<file path="src/rtl/rae_pkg.sv">
package rae_pkg;

    localparam int NUM_REGS_DEF = 8;
    localparam int IDX_W        = 3;
    localparam int IMM_W        = 25;
    localparam int WORD_W       = 32;
    localparam int Q_DEPTH      = 2;

    typedef enum logic [2:0] {
        OP_CMOVE = 3'd0,
        OP_ADD   = 3'd1,
        OP_MUL   = 3'd2,
        OP_DIV   = 3'd3,
        OP_NAND  = 3'd4,
        OP_LOADI = 3'd5,
        OP_NOP   = 3'd6
    } op_e_t;

    typedef struct packed {
        op_e_t            op;
        logic [IDX_W-1:0] a;
        logic [IDX_W-1:0] b;
        logic [IDX_W-1:0] c;
        logic [IMM_W-1:0] imm;
    } job_t;

    typedef enum logic [2:0] {
        B_IDLE,
        B_RDB,
        B_RDC,
        B_RDA,
        B_EXEC,
        B_DIV,
        B_WB
    } back_state_t;

endpackage

</file>
<file path="src/rtl/rae_front.sv">
module rae_front
    import rae_pkg::*;
(
    input  logic        aclk,
    input  logic        aresetn,
    input  logic        s_axis_tvalid,
    output logic        s_axis_tready,
    input  logic [39:0] s_axis_tdata,
    input  logic        q_full,
    output logic        q_push,
    output job_t        q_job
);

    logic  hold_valid_reg;
    logic  hold_valid_next;
    job_t  hold_job_reg;
    job_t  dec_job;
    logic  s_accept;

    always_comb begin
        dec_job.a   = s_axis_tdata[5:3];
        dec_job.b   = s_axis_tdata[8:6];
        dec_job.c   = s_axis_tdata[11:9];
        dec_job.imm = s_axis_tdata[36:12];
        if (s_axis_tdata[2:0] <= OP_LOADI) begin
            dec_job.op = op_e_t'(s_axis_tdata[2:0]);
        end else begin
            dec_job.op = OP_NOP;
        end
    end

    assign q_push        = hold_valid_reg && !q_full;
    assign s_axis_tready = !hold_valid_reg || !q_full;
    assign s_accept      = s_axis_tvalid && s_axis_tready;
    assign q_job         = hold_job_reg;

    always_comb begin
        hold_valid_next = hold_valid_reg;
        if (s_accept) begin
            hold_valid_next = 1'b1;
        end else if (q_push) begin
            hold_valid_next = 1'b0;
        end
    end

    always_ff @(posedge aclk) begin
        if (!aresetn) begin
            hold_valid_reg <= 1'b0;
        end else begin
            hold_valid_reg <= hold_valid_next;
        end
    end

    always_ff @(posedge aclk) begin
        if (s_accept) begin
            hold_job_reg <= dec_job;
        end
    end

endmodule

</file>
<file path="src/rtl/rae_queue.sv">
module rae_queue
    import rae_pkg::*;
(
    input  logic aclk,
    input  logic aresetn,
    input  logic push,
    input  job_t push_job,
    output logic full,
    input  logic pop,
    output job_t pop_job,
    output logic empty
);

    localparam int PW = (Q_DEPTH > 1) ? $clog2(Q_DEPTH) : 1;
    localparam int CW = $clog2(Q_DEPTH + 1);

    job_t            slot_reg [Q_DEPTH];
    logic [PW-1:0]   wr_ptr_reg;
    logic [PW-1:0]   rd_ptr_reg;
    logic [CW-1:0]   count_reg;
    logic [CW-1:0]   count_next;

    assign full    = (count_reg == CW'(Q_DEPTH));
    assign empty   = (count_reg == '0);
    assign pop_job = slot_reg[rd_ptr_reg];

    always_comb begin
        count_next = count_reg;
        if (push && !pop) begin
            count_next = count_reg + 1'b1;
        end else if (pop && !push) begin
            count_next = count_reg - 1'b1;
        end
    end

    always_ff @(posedge aclk) begin
        if (!aresetn) begin
            wr_ptr_reg <= '0;
            rd_ptr_reg <= '0;
            count_reg  <= '0;
        end else begin
            count_reg <= count_next;
            if (push) begin
                wr_ptr_reg <= (wr_ptr_reg == PW'(Q_DEPTH - 1)) ? '0 : wr_ptr_reg + 1'b1;
            end
            if (pop) begin
                rd_ptr_reg <= (rd_ptr_reg == PW'(Q_DEPTH - 1)) ? '0 : rd_ptr_reg + 1'b1;
            end
        end
    end

    always_ff @(posedge aclk) begin
        if (push) begin
            slot_reg[wr_ptr_reg] <= push_job;
        end
    end

    a_no_overflow: assert property (@(posedge aclk) disable iff (!aresetn)
        push |-> (!full || pop))
        else $error("queue push while full");

    a_no_underflow: assert property (@(posedge aclk) disable iff (!aresetn)
        pop |-> !empty)
        else $error("queue pop while empty");

endmodule

</file>
<file path="src/rtl/rae_back.sv">
module rae_back
    import rae_pkg::*;
#(
    parameter int NUM_REGS = NUM_REGS_DEF
)(
    input  logic        aclk,
    input  logic        aresetn,
    input  logic        q_empty,
    input  job_t        q_job,
    output logic        q_pop,
    output logic        m_axis_tvalid,
    input  logic        m_axis_tready,
    output logic [39:0] m_axis_tdata,
    output logic [1:0]  m_axis_tuser
);

    localparam int AW = $clog2(NUM_REGS);

    back_state_t         state_reg;
    back_state_t         state_next;
    job_t                job_reg;
    logic [WORD_W-1:0]   mem [NUM_REGS];
    logic [NUM_REGS-1:0] valid_reg;
    logic [WORD_W-1:0]   rd_data_reg;
    logic                rd_ok_reg;
    logic [IDX_W-1:0]    rd_idx;
    logic [WORD_W-1:0]   rd_val;
    logic [WORD_W-1:0]   va_reg;
    logic [WORD_W-1:0]   vb_reg;
    logic [WORD_W-1:0]   vc_reg;
    logic [WORD_W-1:0]   res_reg;
    logic                wr_reg;
    logic                fault_reg;
    logic [2*WORD_W-1:0] mul_full;
    logic [WORD_W-1:0]   rem_reg;
    logic [WORD_W-1:0]   quo_reg;
    logic [4:0]          cnt_reg;
    logic [WORD_W:0]     rem_sh;
    logic [WORD_W+1:0]   diff;
    logic                sub_ok;
    logic [WORD_W-1:0]   rem_step;
    logic [WORD_W-1:0]   quo_step;
    logic                a_ok;
    logic                wr_eff;
    logic                out_free;
    logic                out_load;
    logic                mem_we;
    logic                m_valid_reg;
    logic [IDX_W-1:0]    m_index_reg;
    logic [WORD_W-1:0]   m_value_reg;
    logic                m_write_reg;
    logic                m_fault_reg;

    function automatic logic [AW-1:0] to_addr(input logic [IDX_W-1:0] idx);
        logic [IDX_W+AW-1:0] wide;
        wide = {{AW{1'b0}}, idx};
        return wide[AW-1:0];
    endfunction

    function automatic logic idx_ok(input logic [IDX_W-1:0] idx);
        return (32'(idx) < 32'(NUM_REGS));
    endfunction

    always_comb begin
        case (state_reg)
            B_IDLE:  rd_idx = q_job.b;
            B_RDB:   rd_idx = job_reg.c;
            B_RDC:   rd_idx = job_reg.a;
            default: rd_idx = job_reg.a;
        endcase
    end

    always_ff @(posedge aclk) begin
        rd_data_reg <= mem[to_addr(rd_idx)];
        rd_ok_reg   <= idx_ok(rd_idx) && valid_reg[to_addr(rd_idx)];
    end

    assign rd_val   = rd_ok_reg ? rd_data_reg : '0;
    assign a_ok     = idx_ok(job_reg.a);
    assign wr_eff   = wr_reg && a_ok;
    assign out_free = !m_valid_reg || m_axis_tready;
    assign out_load = (state_reg == B_WB) && out_free;
    assign mem_we   = out_load && wr_eff;

    always_ff @(posedge aclk) begin
        if (mem_we) begin
            mem[to_addr(job_reg.a)] <= res_reg;
        end
    end

    always_ff @(posedge aclk) begin
        if (!aresetn) begin
            valid_reg <= '0;
        end else if (mem_we) begin
            valid_reg[to_addr(job_reg.a)] <= 1'b1;
        end
    end

    assign mul_full = vb_reg * vc_reg;
    assign rem_sh   = {rem_reg, quo_reg[WORD_W-1]};
    assign diff     = {1'b0, rem_sh} - {2'b00, vc_reg};
    assign sub_ok   = !diff[WORD_W+1];
    assign rem_step = sub_ok ? diff[WORD_W-1:0] : rem_sh[WORD_W-1:0];
    assign quo_step = {quo_reg[WORD_W-2:0], sub_ok};

    always_comb begin
        state_next = state_reg;
        q_pop      = 1'b0;
        case (state_reg)
            B_IDLE: begin
                if (!q_empty) begin
                    q_pop      = 1'b1;
                    state_next = B_RDB;
                end
            end
            B_RDB: state_next = B_RDC;
            B_RDC: state_next = B_RDA;
            B_RDA: state_next = B_EXEC;
            B_EXEC: begin
                if (job_reg.op == OP_DIV && vc_reg != '0) begin
                    state_next = B_DIV;
                end else begin
                    state_next = B_WB;
                end
            end
            B_DIV: begin
                if (cnt_reg == '0) begin
                    state_next = B_WB;
                end
            end
            B_WB: begin
                if (out_free) begin
                    state_next = B_IDLE;
                end
            end
            default: state_next = B_IDLE;
        endcase
    end

    always_ff @(posedge aclk) begin
        if (!aresetn) begin
            state_reg <= B_IDLE;
        end else begin
            state_reg <= state_next;
        end
    end

    always_ff @(posedge aclk) begin
        case (state_reg)
            B_IDLE: begin
                if (q_pop) begin
                    job_reg <= q_job;
                end
            end
            B_RDB: vb_reg <= rd_val;
            B_RDC: vc_reg <= rd_val;
            B_RDA: va_reg <= rd_val;
            B_EXEC: begin
                fault_reg <= 1'b0;
                wr_reg    <= 1'b1;
                case (job_reg.op)
                    OP_CMOVE: begin
                        res_reg <= vb_reg;
                        wr_reg  <= (vc_reg != '0);
                    end
                    OP_ADD:   res_reg <= vb_reg + vc_reg;
                    OP_MUL:   res_reg <= mul_full[WORD_W-1:0];
                    OP_DIV: begin
                        wr_reg    <= (vc_reg != '0);
                        fault_reg <= (vc_reg == '0);
                        quo_reg   <= vb_reg;
                        rem_reg   <= '0;
                        cnt_reg   <= 5'd31;
                    end
                    OP_NAND:  res_reg <= ~(vb_reg & vc_reg);
                    OP_LOADI: res_reg <= {{(WORD_W-IMM_W){1'b0}}, job_reg.imm};
                    default:  wr_reg  <= 1'b0;
                endcase
            end
            B_DIV: begin
                rem_reg <= rem_step;
                quo_reg <= quo_step;
                cnt_reg <= cnt_reg - 1'b1;
                if (cnt_reg == '0) begin
                    res_reg <= quo_step;
                end
            end
            default: begin
            end
        endcase
    end

    always_ff @(posedge aclk) begin
        if (!aresetn) begin
            m_valid_reg <= 1'b0;
        end else if (out_load) begin
            m_valid_reg <= 1'b1;
        end else if (m_axis_tready) begin
            m_valid_reg <= 1'b0;
        end
    end

    always_ff @(posedge aclk) begin
        if (out_load) begin
            m_index_reg <= job_reg.a;
            m_value_reg <= wr_eff ? res_reg : va_reg;
            m_write_reg <= wr_eff;
            m_fault_reg <= fault_reg;
        end
    end

    assign m_axis_tvalid = m_valid_reg;
    assign m_axis_tdata  = {5'd0, m_value_reg, m_index_reg};
    assign m_axis_tuser  = {m_fault_reg, m_write_reg};

    a_fault_no_write: assert property (@(posedge aclk) disable iff (!aresetn)
        (m_valid_reg && m_fault_reg) |-> !m_write_reg)
        else $error("divide fault beat also reports a write");

    a_div_nonzero: assert property (@(posedge aclk) disable iff (!aresetn)
        (state_reg == B_DIV) |-> (job_reg.op == OP_DIV && vc_reg != '0))
        else $error("divider running without a non-zero divisor");

endmodule

</file>
<file path="src/rtl/register_alu_execute_unit.sv">
// Register ALU execute unit with an file of NUM_REGS 32-bit registers.
// Input beats arrive on s_axis: tdata carries req_type, reg_a, reg_b, reg_c
// and a 25-bit immediate. Each beat yields exactly one m_axis beat giving the
// destination index, its value after the operation, a write flag and a
// divide-by-zero flag, in input order.
// A front stage decodes each beat into a two-entry queue; the back end reads
// the sources and old destination through the single read port of the file
// one per cycle, executes, and writes back.
// A divide with a non-zero divisor takes its quotient from a radix-2 divider
// at one bit per cycle. The back end works on one item at a time and pops
// the next only after the last has been written back; meanwhile the queue
// and the front stage hold further beats.
// Reset clears all registers at once (valid bits) and empties the queue and
// the output register. When m_axis_tready is low the result holds in the
// output register, the back end finishes its next item and waits, and the
// queue then fills and s_axis_tready drops.
module register_alu_execute_unit
    import rae_pkg::*;
#(
    parameter int NUM_REGS = NUM_REGS_DEF
)(
    input  logic        aclk,
    input  logic        aresetn,
    input  logic        s_axis_tvalid,
    output logic        s_axis_tready,
    input  logic [39:0] s_axis_tdata,  // req_type, reg_a, reg_b, reg_c, immediate
    output logic        m_axis_tvalid,
    input  logic        m_axis_tready,
    output logic [39:0] m_axis_tdata,  // dest_index, dest_value
    output logic [1:0]  m_axis_tuser   // did_write, divide_fault
);

    logic q_push;
    logic q_pop;
    logic q_full;
    logic q_empty;
    job_t q_in_job;
    job_t q_out_job;

    rae_front u_front (
        .aclk          (aclk),
        .aresetn       (aresetn),
        .s_axis_tvalid (s_axis_tvalid),
        .s_axis_tready (s_axis_tready),
        .s_axis_tdata  (s_axis_tdata),
        .q_full        (q_full),
        .q_push        (q_push),
        .q_job         (q_in_job)
    );

    rae_queue u_queue (
        .aclk     (aclk),
        .aresetn  (aresetn),
        .push     (q_push),
        .push_job (q_in_job),
        .full     (q_full),
        .pop      (q_pop),
        .pop_job  (q_out_job),
        .empty    (q_empty)
    );

    rae_back #(
        .NUM_REGS (NUM_REGS)
    ) u_back (
        .aclk          (aclk),
        .aresetn       (aresetn),
        .q_empty       (q_empty),
        .q_job         (q_out_job),
        .q_pop         (q_pop),
        .m_axis_tvalid (m_axis_tvalid),
        .m_axis_tready (m_axis_tready),
        .m_axis_tdata  (m_axis_tdata),
        .m_axis_tuser  (m_axis_tuser)
    );

endmodule
</file>
<file path="config.mk">
export PLATFORM = sky130hd
export DESIGN_NAME = register_alu_execute_unit
export DESIGN_NICKNAME = d
export VERILOG_FILES = /design/src/rtl/rae_pkg.sv /design/src/rtl/rae_front.sv /design/src/rtl/rae_queue.sv /design/src/rtl/rae_back.sv /design/src/rtl/register_alu_execute_unit.sv
export SDC_FILE = /design/constraint.sdc
export NUM_CORES = 2
export LEC_CHECK = 0
export BUFFER_PORTS_ARGS = -buffer_cell sky130_fd_sc_hd__buf_2
export CELL_PAD_IN_SITES_DETAIL_PLACEMENT = 0
export CELL_PAD_IN_SITES_GLOBAL_PLACEMENT = 2
export CORE_UTILIZATION = 30
export CTS_CLUSTER_SIZE = 20
export DETAILED_ROUTE_END_ITERATION = 10
export PLACE_DENSITY = 0.69
export RECOVER_POWER = 25
export SETUP_SLACK_MARGIN = 0.2
export SLEW_MARGIN = 20
export SYNTH_ARGS = -nofsm -noshare
export SYNTH_HDL_FRONTEND = slang
export SYNTH_SLANG_ARGS = --single-unit
export TNS_END_PERCENT = 50
</file>
<file path="constraint.sdc">
create_clock -name aclk -period 9.66 [get_ports aclk]
set_input_delay 1.449 -clock aclk [delete_from_list [all_inputs] [get_ports aclk]]
set_output_delay 1.449 -clock aclk [all_outputs]
set_load 0.05 [all_outputs]
</file>
==> reports/results.tsv <==
stage	metric	value	unit
worst_setup_path	Worst R2R End	u_back.res_reg[31]	
global_route	first-pass GRT wire length	210000	µm
worst_setup_path	R2R cell count	25	
detailed_routing	Met3 Wirelength	7590	µm
place	pre-CTS WS	1.07	ns
floorplanning	die width	390	µm
detailed_routing	total wire length	142000	µm
floorplanning	Rows	142	
hold_path	hold depth	0	
clock_network	worst-skew pair later-pin latency	0.68	ns
place	placed cell count	6110	
sta	Min Hold Slack	0.424	ns
detailed_routing	DRC	0	
hold_path	worst min-delay path class	reg -> reg	
logic_synthesis	sequential-to-total area share from yosys stat	44.5	%
logic_synthesis	Seq cells post-synth	688	
logic_synthesis	Async S/R FF share, synth	0	%
place	# port buffers	79	
sta	Clock Skew	0.0330	ns
global_route	number of global-route vias before repair	30947	
sta	fin crit share	89.3	%
global_route	initial antenna violation count	8	
clock_network	# clock sinks	688	
worst_setup_path	critical path endpoint category	register	
worst_setup_path	element type at the critical path start	register	
worst_setup_path	FF-to-FF setup slack	1.03	ns
detailed_routing	DR WL met2	65400	µm
logic_synthesis	Post-synth EDFFs	637	
detailed_routing	top sig layer	met5	
logic_synthesis	Synth cell types	71	
cells_and_area	max reg flops	256	
logic_synthesis	Top FF cell, synth	edfxtp_1	
clock_network	# hold bufs at CTS	0	
sta	final worst slack	1.03	ns
place	RePlAce Congestion	0.899	
detailed_routing	Final ANT Viol Nets	0	
worst_setup_path	CP Class	reg -> reg	
clock_network	number of buffers added for setup after CTS	0	
hold_path	Worst Hold Endpoint	u_queue.slot_reg[1][4]	
sta	total negative slack	0	ns
clock_network	root buf cell	clkbuf_16	
cells_and_area	fin cells	6251	
logic_synthesis	Yosys warnings	0	
worst_setup_path	R2R Path Start	u_back.vc_reg[2]	
clock_network	CTS tree	built	
run	max_cap viols	0	
detailed_routing	drt wl/cell	22.7	µm
floorplanning	# IOs	88	
clock_network	clk slew on worst S/H paths	0.07	ns
clock_network	H-tree Lvls	3	
detailed_routing	Vias	30256	
floorplanning	Die Area	152000	µm²
place	hpwl dp	101000	µm
cells_and_area	most frequent cells in the layout	nand2_1 (684), edfxtp_1 (637), inv_1 (440), fa_1 (410), and2_1 (324)	
sta	Slew Viols, Final	0	
sta	Fmax achieved	0.116	GHz
logic_synthesis	Synth Cell Area	45300	µm²
cells_and_area	final net count	4815	
clock_network	Bufs on Longest Clock Path	3	
global_route	gr usage total	18.8	%
hold_path	min-delay src	u_front.q_job[4]	
cells_and_area	most common cell after layout, fill and taps aside	nand2_1	
sta	Rel. slew slack	19.7	%
cells_and_area	fillers	15013	
global_route	pin count of the biggest net entering global routing	72	
cells_and_area	share of layout cells above drive strength 1	9.59	%
sta	Finish-stage setup viols	0	
worst_setup_path	WP data required	10.06	ns
sta	final hold violation count	0	
status	status	completed	
detailed_routing	Via density	4.84	
worst_setup_path	Max FO, Critical Path	20	
detailed_routing	wire length on met1	65500	µm
detailed_routing	DR pass1 iterations	7	
cells_and_area	Layout area overhead	12.6	%
floorplanning	Initial Utilization	30.2	%
global_route	GRT overflow	0	
logic_synthesis	Mapped Cells	4120	
clock_network	CTS resizes	0	
sta	Slew @ Worst Pin	1.21	ns
floorplanning	Core Footprint	150000	µm²
clock_network	total clock buffers created by CTS	75	
floorplanning	Die Height	390	µm
sta	RSZ-0062 raised after global routing	false	
logic_synthesis	synthesized area per cell	11.0	µm²
sta	Tmin final	8.63	ns
detailed_routing	initial drt markers	2405	
worst_setup_path	arrival time of the worst setup path	9.02	ns
[final cells by class]
type                       count  area [µm²]  share of cell area, %
clock inverter                44         512                   1.00
multi-input combinational   2780       22800                   44.7
timing repair buffer         187        1260                   2.47
clock buffer                  94        2070                   4.06
sequential                   688       20200                   39.5
inverter                     440        1650                   3.24
antenna                        2        5.00                0.00982
tap                         2016        2520                   4.95
[metrics by stage]
stage	utilization, %	cell area, µm²
CTS	34.0	50900
global placement	32.3	48300
detailed placement	32.3	48300
global route	34.0	51000
floorplan	-	45300
finish	34.0	51000
[worst max-delay path: stages, from the launching register on]
cell and delay, ns:
edfxtp_1 1.05, buf_4 0.39, and2_1 0.19, fa_1 0.38, inv_1 0.08, fa_1 0.44, fa_1 0.50, inv_1 0.06
fa_1 0.54, ha_1 0.22, ha_1 0.28, inv_1 0.05, fa_1 0.48, inv_1 0.06, fa_1 0.44, ha_1 0.21
or4_1 0.53, o211ai_2 0.24, a31oi_1 0.14, buf_4 0.18, a2111oi_2 0.46, nor3_1 0.15, o41a_1 0.41, or3_1 0.32
a21oi_1 0.39, o31ai_1 0.17
[synth_stat cells (27+ instances only)]
cell / instances / share of area, %
a21oi_1: 142 / 1.6
and2_1: 325 / 4.5
clkbuf_1: 192 / 1.6
dfxtp_1: 51 / 2.3
edfxtp_1: 637 / 42
fa_1: 410 / 18
ha_1: 189 / 5.2
inv_1: 440 / 3.6
mux2_2: 69 / 1.7
nand2_1: 684 / 5.7
nand3_1: 183 / 2.0
nor2_1: 143 / 1.2
nor2b_1: 31 / 0.43
nor3_1: 30 / 0.33
o21a_1: 27 / 0.45
o21ai_0: 140 / 1.5
xnor2_1: 85 / 1.6
xor2_1: 50 / 0.97
[layer usage]
metal	track usage (%)	up-vias
li1	-	13806
met3	3.14	180
met5	0	-
met4	4.41	4
met2	30.1	714
met1	26.4	15552
[kinds of logic (layout without fill, tap and decap cells)]
kind of cell	Yosys count	after routing	synth area share, %
simple gates	1482	1482	15.4
flops	688	688	44.5
buf+inv	656	765	5.52
fa+ha+maj	599	599	23.4
compound gates	471	471	6.44
xor+xnor	135	135	2.61
mux	88	88	2.14
other cells	1	7	0.00828
[worst max-delay path by stage]
stage                           from            endpoint  slack [ns]
floorplan           u_back.vc_reg[3]  u_back.res_reg[31]        2.18
global placement    u_back.vb_reg[5]  u_back.res_reg[31]        0.95
detailed placement  u_back.vc_reg[2]  u_back.res_reg[31]        1.07
CTS                 u_back.vc_reg[2]  u_back.res_reg[31]        1.03
global route        u_back.vb_reg[4]  u_back.res_reg[31]        0.76
finish              u_back.vc_reg[2]  u_back.res_reg[31]        1.03
Power is left out: the tool's default activity adds up to more than one toggle a clock period on the data nets, which glitch-free logic cannot reach.
